### config.mk
export PLATFORM = sky130hd
export DESIGN_NAME = round_robin_timed_task_scheduler_flat
export DESIGN_NICKNAME = d
export VERILOG_FILES = /design/src/rrts_pkg.sv /design/src/rrts_if.sv /design/src/round_robin_timed_task_scheduler.sv /design/src/rrts_cell.sv /design/src/flat_wrapper.sv
export VERILOG_INCLUDE_DIRS = /design/src /design/src/src
export SDC_FILE = /design/constraint.sdc
export NUM_CORES = 2
export LEC_CHECK = 0
export BUFFER_PORTS_ARGS = -buffer_cell sky130_fd_sc_hd__buf_2
export CORE_ASPECT_RATIO = 1.5
export CORE_UTILIZATION = 60
export CTS_BUF_LIST = sky130_fd_sc_hd__clkbuf_8
export CTS_CLUSTER_SIZE = 30
export DETAILED_ROUTE_END_ITERATION = 8
export PLACE_DENSITY = 0.89
export SLEW_MARGIN = 20
export SYNTH_ARGS = -nofsm -noshare
export SYNTH_HDL_FRONTEND = slang
export SYNTH_SLANG_ARGS = --single-unit
### constraint.sdc
create_clock -name clk -period 6.6 [get_ports clk]
set_clock_uncertainty 0.15 [all_clocks]
set_input_delay 0.99 -clock clk [delete_from_list [all_inputs] [get_ports clk]]
set_output_delay 0.99 -clock clk [all_outputs]
set_load 0.02 [all_outputs]
### src/round_robin_timed_task_scheduler_macros.svh
// Assertion helpers for the scheduler, clocked on clk and held off during reset.
`ifndef ROUND_ROBIN_TIMED_TASK_SCHEDULER_MACROS_SVH
`define ROUND_ROBIN_TIMED_TASK_SCHEDULER_MACROS_SVH

// Same-cycle implication.
`define RRTS_ASSERT_IMP(label, ante, cons) \
	label: assert property (@(posedge clk) disable iff (!arst_n) (ante) |-> (cons)) \
		else $error("%m: scheduler check failed");

// Plain invariant.
`define RRTS_ASSERT_ALWAYS(label, expr) \
	label: assert property (@(posedge clk) disable iff (!arst_n) (expr)) \
		else $error("%m: scheduler invariant failed");

`endif

### src/rrts_pkg.sv
`timescale 1ns / 1ps
`default_nettype none
package rrts_pkg;

	localparam int TASK_SLOTS = 10;
	localparam int SLOT_W     = 4;
	localparam int NOW_W      = 32;
	localparam int TID_W      = 16;
	localparam int DUR_W      = 31;
	localparam int WAIT_W     = 16;
	localparam int OP_W       = 3;
	localparam int ST_W       = 2;

	localparam logic [SLOT_W:0]   SLOTS_N   = (SLOT_W + 1)'(TASK_SLOTS);
	localparam logic [WAIT_W-1:0] CAP_RESET = WAIT_W'(500);

	typedef logic [SLOT_W-1:0] slot_t;

	typedef enum logic [OP_W-1:0] {
		OP_START  = 3'd0,
		OP_STOP   = 3'd1,
		OP_RUN    = 3'd2,
		OP_SNOOZE = 3'd3,
		OP_DONE   = 3'd4
	} op_t;

	typedef enum logic [ST_W-1:0] {
		ST_OK      = 2'd0,
		ST_IGNORED = 2'd1,
		ST_FULL    = 2'd2
	} status_t;

	typedef enum logic [1:0] {
		S_IDLE,
		S_SEED,
		S_SCAN,
		S_DONE
	} fsm_t;

	typedef enum logic [1:0] {
		UK_FILL,
		UK_FREE,
		UK_PERIOD,
		UK_REARM
	} upd_kind_t;

	// Item context broadcast to every cell while a probe walks the chain.
	typedef struct packed {
		logic [OP_W-1:0]  op;
		logic [NOW_W-1:0] now;
		slot_t            sidx;
		slot_t            cursor;
		logic             running;
	} ctx_t;

	// Word handed from cell to cell.
	typedef struct packed {
		logic               free_found;
		slot_t              free_idx;
		logic               aft_found;
		slot_t              aft_idx;
		logic [TID_W-1:0]   aft_task;
		logic               any_found;
		slot_t              any_idx;
		logic [TID_W-1:0]   any_task;
		logic signed [NOW_W-1:0] min_d;
	} probe_t;

	// Slot update issued at commit.
	typedef struct packed {
		logic             en;
		slot_t            slot;
		upd_kind_t        kind;
		logic [TID_W-1:0] task_id;
		logic [DUR_W-1:0] period;
		logic [NOW_W-1:0] wake;
	} upd_t;

endpackage
`default_nettype wire

### src/rrts_if.sv
`timescale 1ns / 1ps
`default_nettype none
interface rrts_in_if;
	import rrts_pkg::*;

	logic              valid;
	logic              ready;
	logic [OP_W-1:0]   opcode;
	logic [NOW_W-1:0]  now_ms;
	logic [TID_W-1:0]  task_id;
	logic [DUR_W-1:0]  duration_ms;
	logic [SLOT_W-1:0] slot_index;

	modport source (output valid, opcode, now_ms, task_id, duration_ms, slot_index,
		input ready);
	modport sink (input valid, opcode, now_ms, task_id, duration_ms, slot_index,
		output ready);
endinterface

interface rrts_out_if;
	import rrts_pkg::*;

	logic              valid;
	logic              ready;
	logic [ST_W-1:0]   status;
	logic [SLOT_W-1:0] chosen_slot;
	logic [TID_W-1:0]  chosen_task_id;
	logic [WAIT_W-1:0] wait_ms;

	modport source (output valid, status, chosen_slot, chosen_task_id, wait_ms,
		input ready);
	modport sink (input valid, status, chosen_slot, chosen_task_id, wait_ms,
		output ready);
endinterface
`default_nettype wire

### src/round_robin_timed_task_scheduler.sv
`timescale 1ns / 1ps
`default_nettype none
// Round-robin timed task scheduler. Each request word carries an opcode (start, stop,
// run next, snooze, done) and the current wrapping millisecond time; each request
// returns exactly one response word with a status, the slot and task id started or
// chosen, and the wait until the earliest wake, capped by idle_wait_cap (written
// through cfg_we/cfg_wdata, reset value 500; the user must write it only while idle, as
// the block itself does not enforce that). The task table is a row of TASK_SLOTS cells.
// Once a request is accepted it seeds a probe word, which walks the chain cell by cell
// collecting the first free slot, the round-robin run candidate and the minimum wait;
// then the response is committed. The next request is taken while a finished response
// still waits in the output register; a busy output only delays the commit. The table
// needs no clearing pass after reset.
module round_robin_timed_task_scheduler (
	input  wire logic                  clk,
	input  wire logic                  arst_n,
	rrts_in_if.sink                    req,
	rrts_out_if.source                 rsp,
	input  wire logic                  cfg_we,
	input  wire logic [rrts_pkg::WAIT_W-1:0] cfg_wdata
);
	import rrts_pkg::*;

	fsm_t              state_q, state_d;
	logic [WAIT_W-1:0] cap_q;
	slot_t             cursor_q, cursor_d;
	logic              running_q, running_d;

	// request held for the whole walk
	logic [OP_W-1:0]   op_q;
	logic [NOW_W-1:0]  now_q;
	logic [TID_W-1:0]  tid_q;
	logic [DUR_W-1:0]  dur_q;
	slot_t             sidx_q;

	// response word register
	logic              rsp_valid_q;
	status_t           status_q, status_d;
	slot_t             cslot_q, cslot_d;
	logic [TID_W-1:0]  ctask_q, ctask_d;
	logic [WAIT_W-1:0] wait_q, wait_d;

	logic              accept;
	logic              fire;
	ctx_t              ctx;
	upd_t              upd_d;
	upd_t              upd;
	probe_t            seed;
	probe_t            chain [TASK_SLOTS+1];
	logic [TASK_SLOTS:0] chain_vld;
	probe_t            tail;

	logic signed [NOW_W-1:0] best;
	logic signed [NOW_W-1:0] dur_s;

	assign accept    = req.valid && req.ready;
	assign req.ready = (state_q == S_IDLE);

	// Broadcast context: cursor and running stay put until the commit.
	assign ctx.op      = op_q;
	assign ctx.now     = now_q;
	assign ctx.sidx    = sidx_q;
	assign ctx.cursor  = cursor_q;
	assign ctx.running = running_q;

	// Seed the probe: nothing found yet, minimum starts at the cap.
	always_comb begin
		seed       = '0;
		seed.min_d = signed'({{(NOW_W - WAIT_W){1'b0}}, cap_q});
	end

	assign chain[0]     = seed;
	assign chain_vld[0] = (state_q == S_SEED);

	for (genvar i = 0; i < TASK_SLOTS; i++) begin : g_cell
		rrts_cell u_cell (
			.clk          (clk),
			.arst_n       (arst_n),
			.cell_idx     (SLOT_W'(i)),
			.ctx          (ctx),
			.upd          (upd),
			.probe_vld_in (chain_vld[i]),
			.probe_in     (chain[i]),
			.probe_vld_out(chain_vld[i+1]),
			.probe_out    (chain[i+1])
		);
	end

	// The tail cell holds its word until the next probe, so the commit may stall.
	assign tail = chain[TASK_SLOTS];

	// Sequencer: seed, walk, then commit once the output register is free.
	always_comb begin
		state_d = state_q;
		fire    = 1'b0;
		case (state_q)
			S_IDLE: begin
				if (req.valid) begin
					state_d = S_SEED;
				end
			end
			S_SEED: begin
				state_d = S_SCAN;
			end
			S_SCAN: begin
				if (chain_vld[TASK_SLOTS]) begin
					state_d = S_DONE;
				end
			end
			S_DONE: begin
				if (!rsp_valid_q || rsp.ready) begin
					fire    = 1'b1;
					state_d = S_IDLE;
				end
			end
			default: begin
				state_d = S_IDLE;
			end
		endcase
	end

	// Decode the walked probe into the slot update and the response word.
	always_comb begin
		upd_d     = '0;
		status_d  = ST_IGNORED;
		cslot_d   = '0;
		ctask_d   = '0;
		cursor_d  = cursor_q;
		running_d = running_q;
		case (op_q)
			OP_START: begin
				if (tail.free_found) begin
					upd_d.en      = 1'b1;
					upd_d.slot    = tail.free_idx;
					upd_d.kind    = UK_FILL;
					upd_d.task_id = tid_q;
					upd_d.period  = dur_q;
					upd_d.wake    = now_q + {1'b0, dur_q};
					status_d      = ST_OK;
					cslot_d       = tail.free_idx;
					ctask_d       = tid_q;
				end else begin
					status_d = ST_FULL;
				end
			end
			OP_STOP: begin
				if ({1'b0, sidx_q} < SLOTS_N) begin
					upd_d.en   = 1'b1;
					upd_d.slot = sidx_q;
					upd_d.kind = UK_FREE;
					status_d   = ST_OK;
					// stopping the running slot drops the running mark
					if (running_q && (sidx_q == cursor_q)) begin
						running_d = 1'b0;
					end
				end
			end
			OP_RUN: begin
				// prefer the first eligible slot past the cursor, else wrap around
				if (!running_q && tail.aft_found) begin
					cursor_d  = tail.aft_idx;
					running_d = 1'b1;
					status_d  = ST_OK;
					cslot_d   = tail.aft_idx;
					ctask_d   = tail.aft_task;
				end else if (!running_q && tail.any_found) begin
					cursor_d  = tail.any_idx;
					running_d = 1'b1;
					status_d  = ST_OK;
					cslot_d   = tail.any_idx;
					ctask_d   = tail.any_task;
				end
			end
			OP_SNOOZE: begin
				if (running_q && ({1'b0, cursor_q} < SLOTS_N)) begin
					upd_d.en     = 1'b1;
					upd_d.slot   = cursor_q;
					upd_d.kind   = UK_PERIOD;
					upd_d.period = dur_q;
					status_d     = ST_OK;
				end
			end
			OP_DONE: begin
				if (running_q && ({1'b0, cursor_q} < SLOTS_N)) begin
					upd_d.en   = 1'b1;
					upd_d.slot = cursor_q;
					upd_d.kind = UK_REARM;
					running_d  = 1'b0;
					status_d   = ST_OK;
				end
			end
			default: begin
			end
		endcase
	end

	// Wait after the operation: a freshly started slot wakes one period out.
	always_comb begin
		dur_s = signed'({1'b0, dur_q});
		best  = tail.min_d;
		if ((op_q == OP_START) && tail.free_found && (dur_s < best)) begin
			best = dur_s;
		end
		wait_d = best[NOW_W-1] ? '0 : best[WAIT_W-1:0];
	end

	// Apply the update to the cells only in the commit cycle.
	always_comb begin
		upd    = upd_d;
		upd.en = upd_d.en && fire;
	end

	always_ff @(posedge clk or negedge arst_n) begin
		if (!arst_n) begin
			state_q     <= S_IDLE;
			cap_q       <= CAP_RESET;
			cursor_q    <= '0;
			running_q   <= 1'b0;
			rsp_valid_q <= 1'b0;
		end else begin
			state_q <= state_d;
			if (cfg_we) begin
				cap_q <= cfg_wdata;
			end
			if (fire) begin
				cursor_q    <= cursor_d;
				running_q   <= running_d;
				rsp_valid_q <= 1'b1;
			end else if (rsp.ready) begin
				rsp_valid_q <= 1'b0;
			end
		end
	end

	always_ff @(posedge clk) begin
		if (accept) begin
			op_q   <= req.opcode;
			now_q  <= req.now_ms;
			tid_q  <= req.task_id;
			dur_q  <= req.duration_ms;
			sidx_q <= req.slot_index;
		end
		if (fire) begin
			status_q <= status_d;
			cslot_q  <= cslot_d;
			ctask_q  <= ctask_d;
			wait_q   <= wait_d;
		end
	end

	assign rsp.valid          = rsp_valid_q;
	assign rsp.status         = status_q;
	assign rsp.chosen_slot    = cslot_q;
	assign rsp.chosen_task_id = ctask_q;
	assign rsp.wait_ms        = wait_q;

`include "round_robin_timed_task_scheduler_macros.svh"

	// only one probe word is ever in flight along the chain
	`RRTS_ASSERT_ALWAYS(a_one_probe, $onehot0(chain_vld))
	// the probe reaches the tail only while the sequencer is waiting for it
	`RRTS_ASSERT_IMP(a_tail_in_scan, chain_vld[TASK_SLOTS], state_q == S_SCAN)
	// a running task always points at a real slot
	`RRTS_ASSERT_IMP(a_cursor_range, running_q, {1'b0, cursor_q} < SLOTS_N)

endmodule
`default_nettype wire

### src/rrts_cell.sv
`timescale 1ns / 1ps
`default_nettype none
module rrts_cell (
	input  wire logic            clk,
	input  wire logic            arst_n,
	input  wire rrts_pkg::slot_t cell_idx,
	input  wire rrts_pkg::ctx_t  ctx,
	input  wire rrts_pkg::upd_t  upd,
	input  wire logic            probe_vld_in,
	input  wire rrts_pkg::probe_t probe_in,
	output logic                 probe_vld_out,
	output rrts_pkg::probe_t     probe_out
);
	import rrts_pkg::*;

	logic             valid_q;
	logic [TID_W-1:0] task_q;
	logic [DUR_W-1:0] period_q;
	logic [NOW_W-1:0] wake_q;
	logic             vld_q;
	probe_t           probe_q;

	logic [NOW_W-1:0]        ahead;
	logic [NOW_W-1:0]        late;
	logic signed [NOW_W-1:0] cand;
	logic                    eligible;
	logic                    contrib;
	logic                    use_period;
	logic                    hit;
	probe_t                  nxt;

	assign hit = upd.en && (upd.slot == cell_idx);

	always_comb begin
		ahead      = wake_q - ctx.now;
		late       = ctx.now - wake_q;
		eligible   = valid_q && !late[NOW_W-1];
		// a slot being stopped no longer counts toward the wait
		contrib    = valid_q && !((ctx.op == OP_STOP) && (ctx.sidx == cell_idx));
		// the slot being rearmed will wake one period from now
		use_period = (ctx.op == OP_DONE) && ctx.running && (ctx.cursor == cell_idx);
		cand       = use_period ? signed'({1'b0, period_q}) : signed'(ahead);
		nxt        = probe_in;
		if (!valid_q && !probe_in.free_found) begin
			nxt.free_found = 1'b1;
			nxt.free_idx   = cell_idx;
		end
		if (eligible && (cell_idx > ctx.cursor) && !probe_in.aft_found) begin
			nxt.aft_found = 1'b1;
			nxt.aft_idx   = cell_idx;
			nxt.aft_task  = task_q;
		end
		if (eligible && !probe_in.any_found) begin
			nxt.any_found = 1'b1;
			nxt.any_idx   = cell_idx;
			nxt.any_task  = task_q;
		end
		if (contrib && (cand < probe_in.min_d)) begin
			nxt.min_d = cand;
		end
	end

	always_ff @(posedge clk or negedge arst_n) begin
		if (!arst_n) begin
			valid_q <= 1'b0;
			vld_q   <= 1'b0;
		end else begin
			vld_q <= probe_vld_in;
			if (hit && (upd.kind == UK_FILL)) begin
				valid_q <= 1'b1;
			end else if (hit && (upd.kind == UK_FREE)) begin
				valid_q <= 1'b0;
			end
		end
	end

	always_ff @(posedge clk) begin
		if (probe_vld_in) begin
			probe_q <= nxt;
		end
		if (hit) begin
			case (upd.kind)
				UK_FILL: begin
					task_q   <= upd.task_id;
					period_q <= upd.period;
					wake_q   <= upd.wake;
				end
				UK_PERIOD: begin
					period_q <= upd.period;
				end
				UK_REARM: begin
					wake_q <= ctx.now + {1'b0, period_q};
				end
				default: begin
				end
			endcase
		end
	end

	assign probe_vld_out = vld_q;
	assign probe_out     = probe_q;
endmodule
`default_nettype wire

### src/flat_wrapper.sv
// flat-port wrapper written by rule: the top's interface ports become plain ports
module round_robin_timed_task_scheduler_flat import rrts_pkg::*;
  (clk, arst_n, cfg_we, cfg_wdata, req_valid, req_opcode, req_now_ms, req_task_id, req_duration_ms, req_slot_index, req_ready, rsp_valid, rsp_status, rsp_chosen_slot, rsp_chosen_task_id, rsp_wait_ms, rsp_ready);
  rrts_in_if req_i ();
  rrts_out_if rsp_i ();
  input  wire logic clk;
  input  wire logic arst_n;
  input  wire logic cfg_we;
  input  wire logic [rrts_pkg::WAIT_W-1:0] cfg_wdata;
  input wire logic [$bits(req_i.valid)-1:0] req_valid;
  input wire logic [$bits(req_i.opcode)-1:0] req_opcode;
  input wire logic [$bits(req_i.now_ms)-1:0] req_now_ms;
  input wire logic [$bits(req_i.task_id)-1:0] req_task_id;
  input wire logic [$bits(req_i.duration_ms)-1:0] req_duration_ms;
  input wire logic [$bits(req_i.slot_index)-1:0] req_slot_index;
  output wire logic [$bits(req_i.ready)-1:0] req_ready;
  output wire logic [$bits(rsp_i.valid)-1:0] rsp_valid;
  output wire logic [$bits(rsp_i.status)-1:0] rsp_status;
  output wire logic [$bits(rsp_i.chosen_slot)-1:0] rsp_chosen_slot;
  output wire logic [$bits(rsp_i.chosen_task_id)-1:0] rsp_chosen_task_id;
  output wire logic [$bits(rsp_i.wait_ms)-1:0] rsp_wait_ms;
  input wire logic [$bits(rsp_i.ready)-1:0] rsp_ready;
  assign req_i.valid = req_valid;
  assign req_i.opcode = req_opcode;
  assign req_i.now_ms = req_now_ms;
  assign req_i.task_id = req_task_id;
  assign req_i.duration_ms = req_duration_ms;
  assign req_i.slot_index = req_slot_index;
  assign req_ready = req_i.ready;
  assign rsp_valid = rsp_i.valid;
  assign rsp_status = rsp_i.status;
  assign rsp_chosen_slot = rsp_i.chosen_slot;
  assign rsp_chosen_task_id = rsp_i.chosen_task_id;
  assign rsp_wait_ms = rsp_i.wait_ms;
  assign rsp_i.ready = rsp_ready;
  round_robin_timed_task_scheduler u_core (.clk(clk), .arst_n(arst_n), .req(req_i), .rsp(rsp_i), .cfg_we(cfg_we), .cfg_wdata(cfg_wdata));
endmodule
* Yosys cells after proc, flatten, opt, wreduce, memory -nomap -nowiden
Index checks and enable logic that the tools add are counted.
** Storage, ports and cells
- Register bits after elaboration :: 1748
- Bits of input ports :: 107
- Output and inout bits :: 40
- Logic and storage cells :: 605
** Cells by class
- Add/sub/neg operators :: 31
- $lt $le $gt $ge :: 23
- Equality and inequality tests :: 45
- Multiplexer cells :: 111
- Reductions and logical operators :: 240
** Operators with widths (count)
- two-way mux 32 bit :: 21
- case mux 32 bit (2 select lines) :: 10
- subtractor 32 bit :: 20
- two-way mux 16 bit :: 23
- adder 32 x 31 -> 32 bit :: 11
- less-than comparator 32 bit :: 10
- logical AND 1 bit :: 126
- two-way mux 86 bit :: 1
- case mux 31 bit (2 select lines) :: 1
- AND reduction 2 bit :: 30
- zero test 1 bit :: 58
- == test 4 x 3 -> 1 bit (second input constant) :: 12
- two-way mux 21 bit :: 2
- less-than comparator 32 x 17 -> 1 bit :: 1
- two-way mux 1 bit :: 32
- case mux 16 bit (2 select lines) :: 1
- two-way mux 31 bit :: 1
- case mux 7 bit (4 select lines) :: 1
- nonzero test 2 bit :: 13
- == test 4 x 2 -> 1 bit (second input constant) :: 6
- == test 4 bit (second input constant) :: 6
- two-way mux 7 bit :: 3
- two-way mux 4 bit :: 5
- greater-than comparator 3 x 4 -> 1 bit (first input constant) :: 4
- other kinds (27) :: 52

* Depth between registers and ports, before layout
- Word-level depth :: 9
- Gate-level depth with buffers :: 27
- Mapped depth without buffers :: 26

* By module
From an unflattened synthesis, not the netlist that was laid out.
** Unflattened totals
- Cells, all modules :: 11997
- Area total of the unflattened synthesis :: 126159.7 µm²
** By module, submodules not included
- rrts_cell at u_core.g_cell[2].u_cell ... :: instances 4, cells an instance 1097, area each 11543.6 µm², sequential area each 4794.6 µm²
- rrts_cell at u_core.g_cell[6].u_cell ... :: instances 2, cells an instance 1174, area each 12091.6 µm², sequential area each 4794.6 µm²
- rrts_cell at u_core.g_cell[9].u_cell :: instances 1, cells an instance 1115, area each 11935.2 µm², sequential area each 4794.6 µm²
- rrts_cell at u_core.g_cell[8].u_cell :: instances 1, cells an instance 1129, area each 11932.7 µm², sequential area each 4794.6 µm²
- rrts_cell at u_core.g_cell[0].u_cell :: instances 1, cells an instance 1124, area each 11688.7 µm², sequential area each 4794.6 µm²
- rrts_cell at u_core.g_cell[1].u_cell :: instances 1, cells an instance 1108, area each 11611.1 µm², sequential area each 4794.6 µm²
- round_robin_timed_task_scheduler :: instances 1, cells an instance 785, area each 8634.5 µm², sequential area each 4331.7 µm²

* Worst setup path after synthesis
No wires, ideal clock.
- Path kind :: register to register
- Start point :: reg u_core.now_q[1]
- End point :: reg u_core.g_cell[5].u_cell.probe_q (netlist bit u_core.g_cell[5].u_cell.probe_out[14]), data pin
- Library setup time :: 0.260 ns
- Arrival :: 6.337 ns
- Slack :: -0.147 ns
- Cell stages (with the launch flop) :: 25
- Buffers on the path :: 1
- Clock period less this slack :: 6.747 ns
- Path through :: edfxtp_1 inv_1 fa_1 a21o_1 a21oi_1 o21bai_1 a2111o_1 a31o_2 a221o_1 o21ai_0 nand2b_1 xnor2_1 o21ai_0 ha_1 nand4_1 nor2_1 and3_1 o21ai_0 a21oi_1 or3_1 a41oi_1 xnor2_1 o211ai_1 clkbuf_1 mux2_2
** RTL lines
- start, declared :: line round_robin_timed_task_scheduler.sv:31 : logic [NOW_W-1:0] now_q;
- start signal, assigned :: line round_robin_timed_task_scheduler.sv:238 : now_q <= req.now_ms;
- end signal, assigned :: line rrts_cell.sv:79 : probe_q <= nxt;
- end, declared :: line rrts_cell.sv:21 : probe_t probe_q;

==> metrics.md <==
| Metric | Value |
|---|---|
| Status | finished with violations |
| Failing checks | design-rule violations |
| Depth of the most critical reg-to-reg path | 21 |
| Syn_nets | 11.9k |
| CP max FO | 10 |
| Fraction of layout cells with a size suffix above 1 | 14.8% |
| Placed cells | 13.2k |
| First-pass GRT wire length | 601 mm |
| Synthesized instance count | 10.5k |
| Vias/cell | 6.74 |
| CTS Buffer Depth | 4 |
| Die width | 355 um |
| Drt pass-1 iters | 9 |
| Root Driver | clkbuf_8 |
| FFs w/ async S/R, synth | 2.61% |
| Switch Pwr | 17.3 mW |
| PortBufs | 146 |
| Max incr delay on CP | 530 ps |
| Nets | 12.5k |
| Critical R2R Launch | u_core.now_q[3] |
| Hold_ws | 38.9 ps |
| HPWL Detailed | 321 mm |
| WHS Endpoint | u_core.now_q[22] |
| Total track usage | 44.0% |
| P per Cell Area | 345 nW/um^2 |
| Largest cells by area after synthesis | edfxtp_1, ha_1, mux2_2 |
| Most common cell after layout, fill and taps aside | edfxtp_1 |
| Worst-Margin Slew | 1280 ps |
| DR WL/cell | 31.0 um |
| Worst-Skew Late Latency | 1000 ps |
| GPL Wtd Cong | 1.07 |
| Hold_buf cts | 0 |
| Yosys warns | 0 |
| # setup viols final | 0 |
| Antenna violations before repair | 34 |
| Final Non-Filler Cells | 13.7k |
| Slew Viols, Final | 0 |
| RSZ-0062 raised after global routing | no |
| Switching fraction of total power | 40.2% |
| Layout Utilization | 67.5% |
| Post-synth top area cell | edfxtp_1 |
| Clock-pin slew of the registers on the worst-case setup and hold paths | 70 ps |
| Fmax | 155 MHz |
| P_leak | 53.6 nW |
| Start point of the worst hold path | req_now_ms[22] |
| Clock share of power | 21.4% |
| Tmin final | 6440 ps |
| Hold path depth | 1 |
| Post-synth EDFFs | 1641 |
| CP startpoint kind | register |
| DIE HEIGHT | 531 um |
| Crit-path slowest cell | nor3_1 |
| Fillers | 13.5k |
| Worst Hold Class | input pin to register |
| CTS Sinks | 1685 |
| CP dominant cell by count | buf_4 |
| Unique masters post-synth | 98 |
| Share of the synthesized area in the top cell type | 44.0% |
| Drt initial violations | 10.9k |
| Vias | 92.5k |
| Mapped Area | 112000 um^2 |
| Ys flop type | edfxtp_1 |
| Core Area | 185000 um^2 |
| Crit path capture type | register |
| Sequential share of the synthesized area | 45.0% |
| Die footprint | 188000 um^2 |
| Initial core utilization | 60.6% |
| # DRC | 3 |
| Overflow left after global routing | 0 |
| Row Count | 193 |
| CTS tree | done |
| Combinational share of power | 40.0% |
| Reg2reg end | u_core.g_cell[3].u_cell.probe_out[27] |
| Register bit total from synthesis | 1685 |
| Vias in the first global route | 91.0k |
| Sequence of cells on the critical path | buf_4 -> buf_4 -> ha_1 -> a21oi_2 -> o21ai_0 -> a41oi_1 -> buf_4 -> nor3_1 -> a221o_1 -> a21oi_2 -> o21ai_0 -> xnor2_1 -> o21ai_0 -> ha_1 -> a21o_1 -> a2111o_1 -> nor3_1 -> o2111ai_2 -> a21oi_4 -> buf_4 -> mux2_2 |
| Final WL | 425 mm |
| Reg2Reg Setup Slack | 160 ps |
| Worst path required time | 7140 ps |
| Internal Power | 25.7 mW |
| Antenna viol nets, final | 0 |
| Inserted Clock Buffers | 279 |
| Htree depth | 5 |
| Reg power frac | 38.6% |
| Area delta synth->final | 11.3% |
| Final Hold Fails | 0 |
| Max transition margin | 14.4% |
| Largest net degree at the start of global routing | 134 |
| Max-cap violations | 0 |
| IO Pins | 147 |
| Fin crit share | 97.5% |
| Setup CP Type | register to register |
| Peak supply drop | 0.000340 V |
| Most frequent cells in the layout | edfxtp_1, ha_1, inv_1 |
| Post-Syn Area per Cell | 10.7 um^2 |
| Worst endpoint data arrival time | 6980 ps |
[state kept, by name, indices dropped and copies added (netlist names), 2 cells and up]
| signal | cells |
|---|---|
| u_core.g_cell.u_cell.period_q | 310 |
| u_core.tid_q | 16 |
| u_core.rsp.status | 2 |
| u_core.rsp.wait_ms | 16 |
| u_core.sidx_q | 4 |
| u_core.rsp.chosen_slot | 4 |
| u_core.g_cell.u_cell.valid_q | 10 |
| u_core.g_cell.u_cell.probe_vld_out | 10 |
| u_core.cursor_q | 4 |
| u_core.op_q | 3 |
| u_core.g_cell.u_cell.task_q | 160 |
| u_core.g_cell.u_cell.probe_out | 727 |
| u_core.dur_q | 31 |
| u_core.g_cell.u_cell.wake_q | 320 |
| u_core.state_q | 2 |
| u_core.rsp.chosen_task_id | 16 |
| u_core.cap_q | 16 |
| u_core.now_q | 32 |
[synthesized netlist by cell type, types with 32 or more instances]
cell type / number
a21oi_1: 818
nor4_1: 34
o211ai_1: 51
xnor2_1: 310
or3_1: 35
edfxtp_1: 1641
a31oi_1: 83
o22ai_1: 137
nand3_1: 125
nand2b_1: 134
a31o_2: 32
and2_1: 80
clkbuf_1: 245
a211oi_1: 66
o21a_1: 89
dfrtp_1: 38
nor3_1: 94
a21boi_0: 36
and3_1: 84
ha_1: 1292
nor2b_1: 172
o31ai_1: 48
inv_1: 899
or2_2: 47
mux2_1: 32
mux2_2: 457
a21o_1: 560
nand4_1: 98
o21bai_1: 141
nand2_1: 648
xor2_1: 244
o21ai_0: 681
nor2_1: 527
[layout make-up]
cell class | instances | area, um^2 | share of cell area [%]
repair buffers | 613 | 4940 | 3.97
flip-flops and latches | 1685 | 50400 | 40.5
multi-input cells | 7578 | 57600 | 46.2
inverters | 901 | 3390 | 2.72
well taps | 2437 | 3050 | 2.45
clock inverters | 195 | 1170 | 0.943
clock buffers | 288 | 3960 | 3.18
diodes | 25 | 62.6 | 0.0502
[how the worst max path moves through the flow]
stage	cells past startpoint	slack, ps	end	start
finish	21	160	u_core.g_cell[3].u_cell.probe_out[27]	u_core.now_q[3]
detailed placement	26	-120	u_core.g_cell[6].u_cell.probe_out[8]	u_core.now_q[1]
global placement	26	-360	u_core.g_cell[6].u_cell.probe_out[2]	u_core.now_q[1]
global route	26	5	u_core.g_cell[7].u_cell.probe_out[24]	u_core.now_q[0]
floorplan	24	7	u_core.g_cell[6].u_cell.probe_out[10]	u_core.now_q[1]
CTS	26	9	u_core.g_cell[5].u_cell.probe_out[16]	u_core.now_q[0]
[timing repair]
| item | in CTS | in global routing |
|---|---|---|
| setup buffers | 0 | 7 |
| setup endpoints to repair | 95 | 270 |
| pin swaps | 0 | 6 |
| resized for setup | 9 | 62 |
| cloned | 0 | 3 |
[metrics by stage]
| stage | setup WS, ps | area [um^2] | setup TNS [ps] | power [mW] |
|---|---|---|---|---|
| 3_3_place_gp | -358 | 119000 | -10900 | 32.2 |
| 3_5_place_dp | -123 | 119000 | -3820 | 32.8 |
| 4_1_cts | 9.19 | 124000 | 0 | 42.1 |
| 5_1_grt | 4.99 | 125000 | 0 | 44.4 |
| 2_1_floorplan | 6.61 | 112000 | 0 | 26.0 |
| 6_report | 162 | 125000 | 0 | 43.0 |
[routing by layer]
layer  GRT usage [%]  vias up  share of wire, %
met5           0.256        -             0.025
met4            46.0       16                12
met3            9.53     2225               9.6
met2            68.0     6583                44
met1            48.9    43900                34
li1                -    39800                 -
[power by group through the flow]
| stage | clock network, mW | logic [mW] | registers [mW] |
|---|---|---|---|
| final | 9.20 | 17.2 | 16.6 |
| after global routing | 9.58 | 18.2 | 16.7 |
| after CTS | 9.19 | 16.1 | 16.8 |
| after detailed placement | 0 | 15.9 | 17.0 |
| after global placement | 0 | 15.4 | 16.8 |
| after floorplan | 0 | 9.80 | 16.2 |
[critical path: cells and delay by family (launching register included)]
| family | cells | cell delay (ps) |
|---|---|---|
| AO/OA/AOI/OAI | 11 | 2680 |
| buffers and inverters | 4 | 840 |
| AND/OR/NAND/NOR | 2 | 810 |
| adder cells (fa/ha/maj) | 2 | 620 |
| flip-flops | 1 | 510 |
| multiplexers | 1 | 360 |
| XOR/XNOR | 1 | 170 |
[logic make-up after synthesis]
group                    after synthesis  synth area share, %
AO/OA/AOI/OAI                       3019                 17.1
XOR/XNOR                             554                 4.33
adder cells (fa/ha/maj)             1313                 14.8
buffers and inverters               1203                 4.09
flip-flops                          1685                 45.0
multiplexers                         519                 5.19
AND/OR/NAND/NOR                     2173                 9.51
No activity file was read; power rests on OpenSTA's default activity.
